$ cat src/rgbg_pkg.sv
// Package: widths, register indexes, mode codes and divider step for the pixel converter
package rgbg_pkg;

    // Field widths
    localparam int PIX_W  = 8;
    localparam int GAIN_W = 10;
    localparam int VAL_W  = 33;
    localparam int MODE_W = 2;
    localparam int IDX_W  = 3;

    // Datapath widths
    localparam int PROD_W      = PIX_W + GAIN_W;   // one colour times one gain
    localparam int SUM_W       = 20;               // 3 * 255 * 1023 < 2**20
    localparam int RECIP_W     = 21;
    localparam int RECIP_SHIFT = 30;
    localparam int MUL_W       = SUM_W + RECIP_W;
    localparam int INT_W       = 10;               // intensity never exceeds 782
    localparam int REM_W       = 16;               // (max - min) * 255 fits 16 bits

    // Cycles from an accepted request to its result strobe
    localparam int LATENCY = 5;

    // ceil(2**30 / 1000): exact truncated quotient for every sum below 2**20
    localparam logic [RECIP_W-1:0] RECIP_1000 = 21'd1073742;

    // Mode codes
    localparam logic [MODE_W-1:0] MODE_INTENSITY  = 2'd0;
    localparam logic [MODE_W-1:0] MODE_SATURATION = 2'd1;
    localparam logic [MODE_W-1:0] MODE_SCALAR     = 2'd2;

    // Register indexes
    localparam logic [IDX_W-1:0] REG_MODE       = 3'd0;
    localparam logic [IDX_W-1:0] REG_GAIN_RED   = 3'd1;
    localparam logic [IDX_W-1:0] REG_GAIN_GREEN = 3'd2;
    localparam logic [IDX_W-1:0] REG_GAIN_BLUE  = 3'd3;
    localparam logic [IDX_W-1:0] REG_CLAMP_MIN  = 3'd4;
    localparam logic [IDX_W-1:0] REG_CLAMP_MAX  = 3'd5;

    // Restoring divider state: partial remainder, quotient so far, divisor
    typedef struct packed {
        logic [REM_W-1:0] rem;
        logic [PIX_W-1:0] quo;
        logic [PIX_W-1:0] dvs;
    } div_t;

    // One restoring step for quotient bit 'sh'
    function automatic div_t div_step(div_t d, logic [2:0] sh);
        div_t             r;
        logic [REM_W-1:0] sub;
        r   = d;
        sub = REM_W'(d.dvs) << sh;
        if (d.rem >= sub)
        begin
            r.rem = d.rem - sub;
            r.quo = d.quo | (PIX_W'(1) << sh);
        end
        return r;
    endfunction

endpackage

$ cat src/rgb_to_gray_pixel_converter_top.sv
// Top level: five-stage pixel converter (intensity, saturation, clamped scalar)
//
// Usage
//   Request channel: drive red, green, blue, sample and frame_end and raise
//   start; a request is taken at every rising edge with start high and busy
//   low. busy stays low, so one pixel may enter on every clock.
//   Result channel: result_valid pulses for one cycle with value and
//   frame_end_out; results leave in request order, one per request.
//   Configuration: cfg_valid/cfg_ready write channel, cfg_index selects the
//   register (mode, three gains, clamp bounds); cfg_ready is always high.
//   Change registers only while no request is in flight.
// Timing
//   A request passes the stage 1 to 4 registers and the output register,
//   which raises its result strobe. Throughput is one pixel per clock, set by
//   the five-stage pipeline (products, sum, reciprocal multiply, shift, output
//   select), with the saturation quotient worked out two bits per stage
//   alongside in stages 2 to 5.
// Reset and stalls
//   rst_n clears the pipeline valid bits and loads the register defaults.
//   The receiver cannot stall; every result appears exactly once.
module rgb_to_gray_pixel_converter_top
    import rgbg_pkg::*;
(
    input  logic                    clk,
    input  logic                    rst_n,
    // request channel
    input  logic                    start,
    output logic                    busy,
    input  logic [PIX_W-1:0]        red,
    input  logic [PIX_W-1:0]        green,
    input  logic [PIX_W-1:0]        blue,
    input  logic signed [VAL_W-1:0] sample,
    input  logic                    frame_end,
    // configuration channel
    input  logic                    cfg_valid,
    output logic                    cfg_ready,
    input  logic [IDX_W-1:0]        cfg_index,
    input  logic [VAL_W-1:0]        cfg_data,
    // result channel
    output logic                    result_valid,
    output logic signed [VAL_W-1:0] value,
    output logic                    frame_end_out
);

    // Configuration registers
    logic [MODE_W-1:0]        mode_reg;
    logic [GAIN_W-1:0]        gain_red_reg;
    logic [GAIN_W-1:0]        gain_green_reg;
    logic [GAIN_W-1:0]        gain_blue_reg;
    logic signed [VAL_W-1:0]  clamp_min_reg;
    logic signed [VAL_W-1:0]  clamp_max_reg;

    // Pipeline valid bits
    logic v1_reg, v2_reg, v3_reg, v4_reg, v5_reg;

    // Stage 1
    logic [PROD_W-1:0]        prod_r_reg, prod_g_reg, prod_b_reg;
    logic [PROD_W-1:0]        prod_r_next, prod_g_next, prod_b_next;
    div_t                     div1_reg, div1_next;
    logic signed [VAL_W-1:0]  scal1_reg, scal1_next;
    logic                     fe1_reg;
    logic [PIX_W-1:0]         mx, mn, diff;

    // Stage 2
    logic [SUM_W-1:0]         sum2_reg, sum2_next;
    div_t                     div2_reg, div2_next;
    logic signed [VAL_W-1:0]  scal2_reg;
    logic                     fe2_reg;

    // Stage 3
    logic [MUL_W-1:0]         mul3_reg, mul3_next;
    div_t                     div3_reg, div3_next;
    logic signed [VAL_W-1:0]  scal3_reg;
    logic                     fe3_reg;

    // Stage 4
    logic [INT_W-1:0]         int4_reg, int4_next;
    div_t                     div4_reg, div4_next;
    logic signed [VAL_W-1:0]  scal4_reg;
    logic                     fe4_reg;

    // Stage 5 (output)
    logic signed [VAL_W-1:0]  value_reg, value_next;
    logic                     fe5_reg;
    div_t                     div5;

    assign busy      = 1'b0;
    assign cfg_ready = 1'b1;

    // Register writes
    always_ff @(posedge clk or negedge rst_n)
    begin
        if (!rst_n)
        begin
            mode_reg       <= MODE_INTENSITY;
            gain_red_reg   <= 10'd299;
            gain_green_reg <= 10'd587;
            gain_blue_reg  <= 10'd114;
            clamp_min_reg  <= '0;
            clamp_max_reg  <= '0;
        end
        else if (cfg_valid && cfg_ready)
        begin
            case (cfg_index)
                REG_MODE:       mode_reg       <= cfg_data[MODE_W-1:0];
                REG_GAIN_RED:   gain_red_reg   <= cfg_data[GAIN_W-1:0];
                REG_GAIN_GREEN: gain_green_reg <= cfg_data[GAIN_W-1:0];
                REG_GAIN_BLUE:  gain_blue_reg  <= cfg_data[GAIN_W-1:0];
                REG_CLAMP_MIN:  clamp_min_reg  <= cfg_data;
                REG_CLAMP_MAX:  clamp_max_reg  <= cfg_data;
                default:        ;
            endcase
        end
    end

    // Stage 1: weighted products, max/min, saturation numerator, clamp
    always_comb
    begin
        prod_r_next = PROD_W'(red)   * PROD_W'(gain_red_reg);
        prod_g_next = PROD_W'(green) * PROD_W'(gain_green_reg);
        prod_b_next = PROD_W'(blue)  * PROD_W'(gain_blue_reg);

        mx = (red > green) ? red : green;
        mx = (mx > blue) ? mx : blue;
        mn = (red < green) ? red : green;
        mn = (mn < blue) ? mn : blue;
        diff = mx - mn;

        // diff * 255 as a shift and subtract
        div1_next.rem = {diff, {PIX_W{1'b0}}} - REM_W'(diff);
        div1_next.quo = '0;
        div1_next.dvs = mx;

        // clamp only when the bounds form a proper range
        scal1_next = sample;
        if (clamp_min_reg < clamp_max_reg)
        begin
            if (sample < clamp_min_reg)
                scal1_next = clamp_min_reg;
            else if (sample > clamp_max_reg)
                scal1_next = clamp_max_reg;
        end
    end

    // Stage 2: intensity sum, quotient bits 7 and 6
    assign sum2_next = SUM_W'(prod_r_reg) + SUM_W'(prod_g_reg) + SUM_W'(prod_b_reg);
    assign div2_next = div_step(div_step(div1_reg, 3'd7), 3'd6);

    // Stage 3: multiply by reciprocal of 1000, quotient bits 5 and 4
    assign mul3_next = MUL_W'(sum2_reg) * MUL_W'(RECIP_1000);
    assign div3_next = div_step(div_step(div2_reg, 3'd5), 3'd4);

    // Stage 4: reciprocal shift, quotient bits 3 and 2
    assign int4_next = mul3_reg[RECIP_SHIFT+INT_W-1:RECIP_SHIFT];
    assign div4_next = div_step(div_step(div3_reg, 3'd3), 3'd2);

    // Stage 5: quotient bits 1 and 0, mode select
    assign div5 = div_step(div_step(div4_reg, 3'd1), 3'd0);

    always_comb
    begin
        case (mode_reg)
            MODE_SATURATION:
            begin
                // black pixel gives zero saturation
                if (div4_reg.dvs == '0)
                    value_next = '0;
                else
                    value_next = VAL_W'(div5.quo);
            end
            MODE_SCALAR:
                value_next = scal4_reg;
            default:
                value_next = VAL_W'(int4_reg);
        endcase
    end

    // Valid bits
    always_ff @(posedge clk or negedge rst_n)
    begin
        if (!rst_n)
        begin
            v1_reg <= 1'b0;
            v2_reg <= 1'b0;
            v3_reg <= 1'b0;
            v4_reg <= 1'b0;
            v5_reg <= 1'b0;
        end
        else
        begin
            v1_reg <= start && !busy;
            v2_reg <= v1_reg;
            v3_reg <= v2_reg;
            v4_reg <= v3_reg;
            v5_reg <= v4_reg;
        end
    end

    // Payload registers
    always_ff @(posedge clk)
    begin
        prod_r_reg <= prod_r_next;
        prod_g_reg <= prod_g_next;
        prod_b_reg <= prod_b_next;
        div1_reg   <= div1_next;
        scal1_reg  <= scal1_next;
        fe1_reg    <= frame_end;

        sum2_reg   <= sum2_next;
        div2_reg   <= div2_next;
        scal2_reg  <= scal1_reg;
        fe2_reg    <= fe1_reg;

        mul3_reg   <= mul3_next;
        div3_reg   <= div3_next;
        scal3_reg  <= scal2_reg;
        fe3_reg    <= fe2_reg;

        int4_reg   <= int4_next;
        div4_reg   <= div4_next;
        scal4_reg  <= scal3_reg;
        fe4_reg    <= fe3_reg;

        value_reg  <= value_next;
        fe5_reg    <= fe4_reg;
    end

    assign result_valid  = v5_reg;
    assign value         = value_reg;
    assign frame_end_out = fe5_reg;

endmodule

$ cat config.mk
export PLATFORM = sky130hd
export DESIGN_NAME = rgb_to_gray_pixel_converter_top
export DESIGN_NICKNAME = d
export VERILOG_FILES = /design/src/rgbg_pkg.sv /design/src/rgb_to_gray_pixel_converter_top.sv
export SDC_FILE = /design/constraint.sdc
export NUM_CORES = 2
export LEC_CHECK = 0
export ABC_CLOCK_PERIOD_IN_PS = 6210
export BUFFER_PORTS_ARGS = -buffer_cell sky130_fd_sc_hd__clkbuf_2
export CAP_MARGIN = 10
export CORE_UTILIZATION = 35
export CTS_CLUSTER_DIAMETER = 200
export DETAILED_ROUTE_END_ITERATION = 6
export PLACE_DENSITY = 0.47
export SLEW_MARGIN = 25
export SYNTH_ARGS = -nofsm -noshare
export SYNTH_HDL_FRONTEND = slang
export SYNTH_SLANG_ARGS = --single-unit
$ cat constraint.sdc
create_clock -name clk -period 6.21 [get_ports clk]
set_input_delay 0 -clock clk [delete_from_list [all_inputs] [get_ports clk]]
set_output_delay 0 -clock clk [all_outputs]
set_load 0.05 [all_outputs]
# Word level (Yosys, flattened, before mapping)
# Cells that the tools add are included.
# W data, S select, Z words.
[totals] regBits=516 latchBits=0 mem_bits_rw=0 rom_bits=0 output_inout_bits=37 word_cells=103 n_memories=0
[classes] n_addsub=11 multipliers=4 div_mod_pow=0 order_cmp=15 n_eq_ne=7 shift=0 n_mux=17 bitwise_logic=0 reduce_logical=8
[ops] op="$mux W24" count=7
[ops] op="$mux W33" count=3
[ops] op="$lt A33 B33 Y1" count=2
[ops] op="$pmux W33 S2" count=1
[ops] op="$mul A8 B10 Y18" count=3
[ops] op="$mux W8" count=5
[ops] op="$mul A20 B20 Y39 const B" count=1
[ops] op="$gt A33 B33 Y1" count=1
[ops] op="$add A19 B18 Y20" count=1
[ops] op="$add A18 B18 Y19" count=1
[ops] op="$ge A16 B10 Y1" count=1
[ops] op="$ge A16 B11 Y1" count=1
[ops] op="$ge A16 B12 Y1" count=1
[ops] op="$ge A16 B13 Y1" count=1
[ops] op="$ge A16 B14 Y1" count=1
[ops] op="$ge A16 B15 Y1" count=1
[ops] op="$ge A16 B8 Y1" count=1
[ops] op="$ge A16 B9 Y1" count=1
[ops] op="$gt A8 B8 Y1" count=2
[ops] op="$lt A8 B8 Y1" count=2
[ops] op="$sub A16 B10 Y16" count=1
[ops] op="$sub A16 B11 Y16" count=1
[ops] op="$sub A16 B12 Y16" count=1
[ops] op="$sub A16 B13 Y16" count=1
[ops] op="14 further kinds" count=21

# Depth between registers and ports, before layout
[logic_depth] depth_word=6 ltp_mapped=30

# Least setup slack after synthesis
# Ideal clock, no wire load.
[synth_path] path_type="input -> register" from="input green[7]" to="register div1_reg[23] in the netlist's numbering" arrival_time_ns=5.194 required_ns=6.138 path_slack_ns=0.944 cell_stages=29 path_cell_list="clkbuf_1 -> inv_1 -> ha_1 -> nand4_1 -> o21bai_1 -> a21oi_2 -> clkbuf_1 -> nand2_1 -> o21ai_0 -> ha_1 -> a21o_1 -> a21oi_1 -> nand2_1 -> a221oi_1 -> a41o_1 -> clkbuf_1 -> clkbuf_1 -> nor2_1 -> a21oi_1 -> ha_1 -> nor2b_1 -> o21ai_0 -> nand2b_1 -> xor2_1 -> nor3_1 -> nor2b_1 -> and2_1 -> and3_1 -> xor2_1"
[synth_rtl] element="start: declaration" line_no="rgb_to_gray_pixel_converter_top.sv:30" source="input logic [PIX_W-1:0] green,"
[synth_rtl] element="end signal: assignment" line_no="rgb_to_gray_pixel_converter_top.sv:205" source="div1_reg <= div1_next;"
[synth_rtl] element="end: declaration" line_no="rgb_to_gray_pixel_converter_top.sv:59" source="div_t div1_reg, div1_next;"

# Worst setup path after layout
[layout_path] from="register sum2_reg[2]" to="register mul3_reg[39]"
[layout_between] elab_chain_len=1
[layout_rtl] element="start: declaration" line_no="rgb_to_gray_pixel_converter_top.sv:65" source="logic [SUM_W-1:0] sum2_reg, sum2_next;"
[layout_rtl] element="start signal: assignment" line_no="rgb_to_gray_pixel_converter_top.sv:209" source="sum2_reg <= sum2_next;"
[layout_rtl] element="$mul A20 B20 Y39" line_no="rgb_to_gray_pixel_converter_top.sv:150" source="assign mul3_next = MUL_W'(sum2_reg) * MUL_W'(RECIP_1000);"
[layout_rtl] element="via mul3_next[39]" line_no="rgb_to_gray_pixel_converter_top.sv:71" source="logic [MUL_W-1:0] mul3_reg, mul3_next;"
[layout_rtl] element="end signal: assignment" line_no="rgb_to_gray_pixel_converter_top.sv:214" source="mul3_reg <= mul3_next;"
[layout_rtl] element="end: declaration" line_no="rgb_to_gray_pixel_converter_top.sv:71"
# The timed path passes the listed nets, and every way through them passes these cells.
# A chain may end at the register's enable or synchronous reset.

==> run_results.csv <==
group,metric,value,unit
worst_setup_path,worst_setup_path_end_kind,"flip-flop",
final_layout,syn_to_final_growth,15.4,%
place,post_dp_cell_area,35200,um2
synth,dominantRegCellSynth,"sky130_fd_sc_hd__dfxtp_1",
synth,register_area_share_after_synthesis,30.4,%
place,place_congestion,0.854,
cts,tritoncts_num_sinks,475,
synth,number_of_standard_cells_after_synthesis,3326,
drt,drt-initial-drc-count,961,
final_layout,nets,4408,
place,portBuffers,132,
worst_setup_path,worst_ep_required_time,6750,ps
global_route,first_pass_grt_wire_length,131000,um
synth,synth.most_common_cell,"sky130_fd_sc_hd__inv_1",
status,status,"complete, no violations",
synth,mappedNetlistArea,33000,um2
synth,synth.avg_cell_area,9.93,um2
cts,cts_post_setup_buffers_inserted,0,
worst_setup_path,critPathMaxFanout,6,
final_layout,post-route-util,40.8,%
floorplan,ios,135,
synth,synth-async-reset-ratio,21.7,%
floorplan,floorplan.die_area,95600,um2
synth,netlist-cell-type-count,81,
timing,timing.hold.ws,104,ps
drt,totalWireLength,82600,um
global_route,globalRouteTotalUtil,17.6,%
synth,leading_post_synthesis_cells_by_instance_count,"sky130_fd_sc_hd__inv_1 (530), sky130_fd_sc_hd__ha_1 (495), sky130_fd_sc_hd__dfxtp_1 (372), sky130_fd_sc_hd__fa_1 (256), sky130_fd_sc_hd__nand2_1 (238)",
global_route,initial_antenna_violation_count,2,
floorplan,placeable_core_region,93300,um2
worst_setup_path,start_kind,"flip-flop",
timing,fin_worst_skew,36.1,ps
drt,detail_route.wl_per_cell,17.0,um
cts,clk_pin_slew_worst_paths,70,ps
final_layout,design_area,38100,um2
hold_path,worst_hold_path_type,"in -> reg",
synth,ys.warnings.count,0,
synth,synth_area_leaders,"sky130_fd_sc_hd__dfxtp_1 (23%), sky130_fd_sc_hd__ha_1 (19%), sky130_fd_sc_hd__fa_1 (16%)",
cts,clock_latency_on_the_worst_skew_pair,640,ps
global_route,maximum_number_of_pins_on_one_net_before_global_route_repair,66,
timing,grt_setup_unrepaired,"no",
floorplan,num_rows,112,
cts,htree_levels,2,
floorplan,chipWidth,309,um
timing,worst_margin_slew,867,ps
worst_setup_path,timing_worst_setup_path_type,"reg -> reg",
timing,finalCriticalPeriod,5770,ps
timing,timing_hold_violations_final,0,
timing,fmax,173,MHz
synth,mappedNetlistNets,4175,
drt,drc_errors,0,
drt,drt_first_pass_iters,6,
cts,cts-root-to-sink-buffers,3,
floorplan,initial_utilization,35.4,%
drt,drt-vias-per-instance,4.71,
timing,post-route-period-util,92.9,%
synth,cell_taking_the_most_area_after_synthesis,"sky130_fd_sc_hd__dfxtp_1",
run,count_of_maximum_capacitance_violations,0,
worst_setup_path,arrival,6310,ps
cts,number_of_cts_inserted_buffers,56,
synth,top_cell_type_s_share_of_synthesized_area,22.6,%
timing,final_max_slew_viol_count,0,
drt,antenna_left,0,
timing,report.final.setup_viol,0,
worst_setup_path,reg2reg_slack,440,ps
global_route,first_global_vias,23470,
global_route,grt-ovfl-total,0,
timing,finalSetupTns,0,ps
timing,maxSlewHeadroom,42.2,%
final_layout,layout-drive-gt1-share,10.7,%
floorplan,die_y,309,um
cts,cts-root-buf,"sky130_fd_sc_hd__clkbuf_16",
synth,synth_enable_flop_cells,0,
drt,routed-via-count,22900,
place,dpl.hpwl,66500,um
synth,ys_ff_latch,475,
cts,cts_tree,"yes",
## metrics by stage
step / std cells / setup slack (ps)
final: 4863 / 441
after global routing: 4861 / 10.8
after global placement: 4662 / 453
after floorplan: 3326 / 944
after CTS: 4861 / 415
after detailed placement: 4662 / 323
## kinds of logic after synthesis
| family | Yosys count | share of synthesized area, % |
|---|---|---|
| adder cells (fa/ha/maj) | 751 | 34.3 |
| multiplexers | 103 | 3.57 |
| buffers and inverters | 611 | 7.05 |
| AND/OR/NAND/NOR | 741 | 11.3 |
| XOR/XNOR | 101 | 2.68 |
| flip-flops | 475 | 30.4 |
| other | 2 | 0.0227 |
| AO/OA/AOI/OAI | 542 | 10.7 |
## final timing paths
path                                        from                            end  depth (start not counted)
setup / recovery             sum2_reg[2]$_DFF_P_           mul3_reg[39]$_DFF_P_                         20
hold / removal                          green[2]            div1_reg[2]$_DFF_P_                          5
setup reg to reg             sum2_reg[2]$_DFF_P_           mul3_reg[39]$_DFF_P_                         20
hold reg to reg            scal1_reg[16]$_DFF_P_          scal2_reg[16]$_DFF_P_                          0
max in group asynchronous                  rst_n   gain_blue_reg[2]$_DFFE_PN0P_                          4
min in group asynchronous                  rst_n  clamp_max_reg[11]$_DFFE_PN0P_                          4
## area by class of cell
class	instances	area (um2)
clock inverter	30	389
fill	9409	55200
timing repair buffer	256	1840
sequential	475	10000
clock buffer	76	1590
multi-input combinational	2240	20700
tap	1254	1570
inverter	530	1990
antenna	2	5.00
## cell usage in the layout, fill, tap and decap left out, types with 32 or more instances in the layout
master / instances
sky130_fd_sc_hd__clkbuf_16: 56
sky130_fd_sc_hd__xnor2_1: 72
sky130_fd_sc_hd__dlygate4sd3_1: 92
sky130_fd_sc_hd__a21oi_1: 118
sky130_fd_sc_hd__a2bb2oi_1: 32
sky130_fd_sc_hd__ha_1: 495
sky130_fd_sc_hd__and2_1: 161
sky130_fd_sc_hd__inv_1: 530
sky130_fd_sc_hd__nor2b_1: 35
sky130_fd_sc_hd__buf_4: 32
sky130_fd_sc_hd__o21ai_0: 142
sky130_fd_sc_hd__dfxtp_1: 372
sky130_fd_sc_hd__o22ai_1: 34
sky130_fd_sc_hd__dfrtp_1: 89
sky130_fd_sc_hd__fa_1: 256
sky130_fd_sc_hd__mux2_2: 84
sky130_fd_sc_hd__nor2_1: 118
sky130_fd_sc_hd__nand4_1: 34
sky130_fd_sc_hd__clkbuf_2: 131
sky130_fd_sc_hd__nand2_1: 237
sky130_fd_sc_hd__a21o_1: 60
## metal layers
metal	share of wire, %	wire length, um	GRT usage [%]
met5	0	0	0
met4	1.6	1330	3.60
met3	3.5	2860	2.43
met2	47	38900	29.1
met1	48	39500	24.4
## what timing repair did
| action | 4_1_cts | 5_1_grt |
|---|---|---|
| setup endpoints to repair | 0 | 7 |
| endpoints found under the hold margin | 188 | 0 |
| resized for setup | 0 | 1 |
| hold buffers | 93 | 0 |
## critical path, cell delays in order, from the launching register on
cell                      delay, ps
sky130_fd_sc_hd__dfxtp_1        490
sky130_fd_sc_hd__ha_1           290
sky130_fd_sc_hd__ha_1           230
sky130_fd_sc_hd__fa_1           430
sky130_fd_sc_hd__inv_1           80
sky130_fd_sc_hd__fa_1           420
sky130_fd_sc_hd__fa_1           490
sky130_fd_sc_hd__inv_1           60
sky130_fd_sc_hd__fa_1           560
sky130_fd_sc_hd__fa_1           430
sky130_fd_sc_hd__ha_1           320
sky130_fd_sc_hd__a21oi_1        120
sky130_fd_sc_hd__o21ai_0        120
sky130_fd_sc_hd__nor4_1         280
sky130_fd_sc_hd__a21oi_1        140
sky130_fd_sc_hd__o22a_1         260
sky130_fd_sc_hd__a41o_1         290
sky130_fd_sc_hd__o21ai_0        230
sky130_fd_sc_hd__a21oi_1        140
sky130_fd_sc_hd__a21oi_1        200
sky130_fd_sc_hd__xnor2_1        130
Power is not shown: default switching activity piles up to over one toggle a cycle in this logic, so the estimate is an artifact.
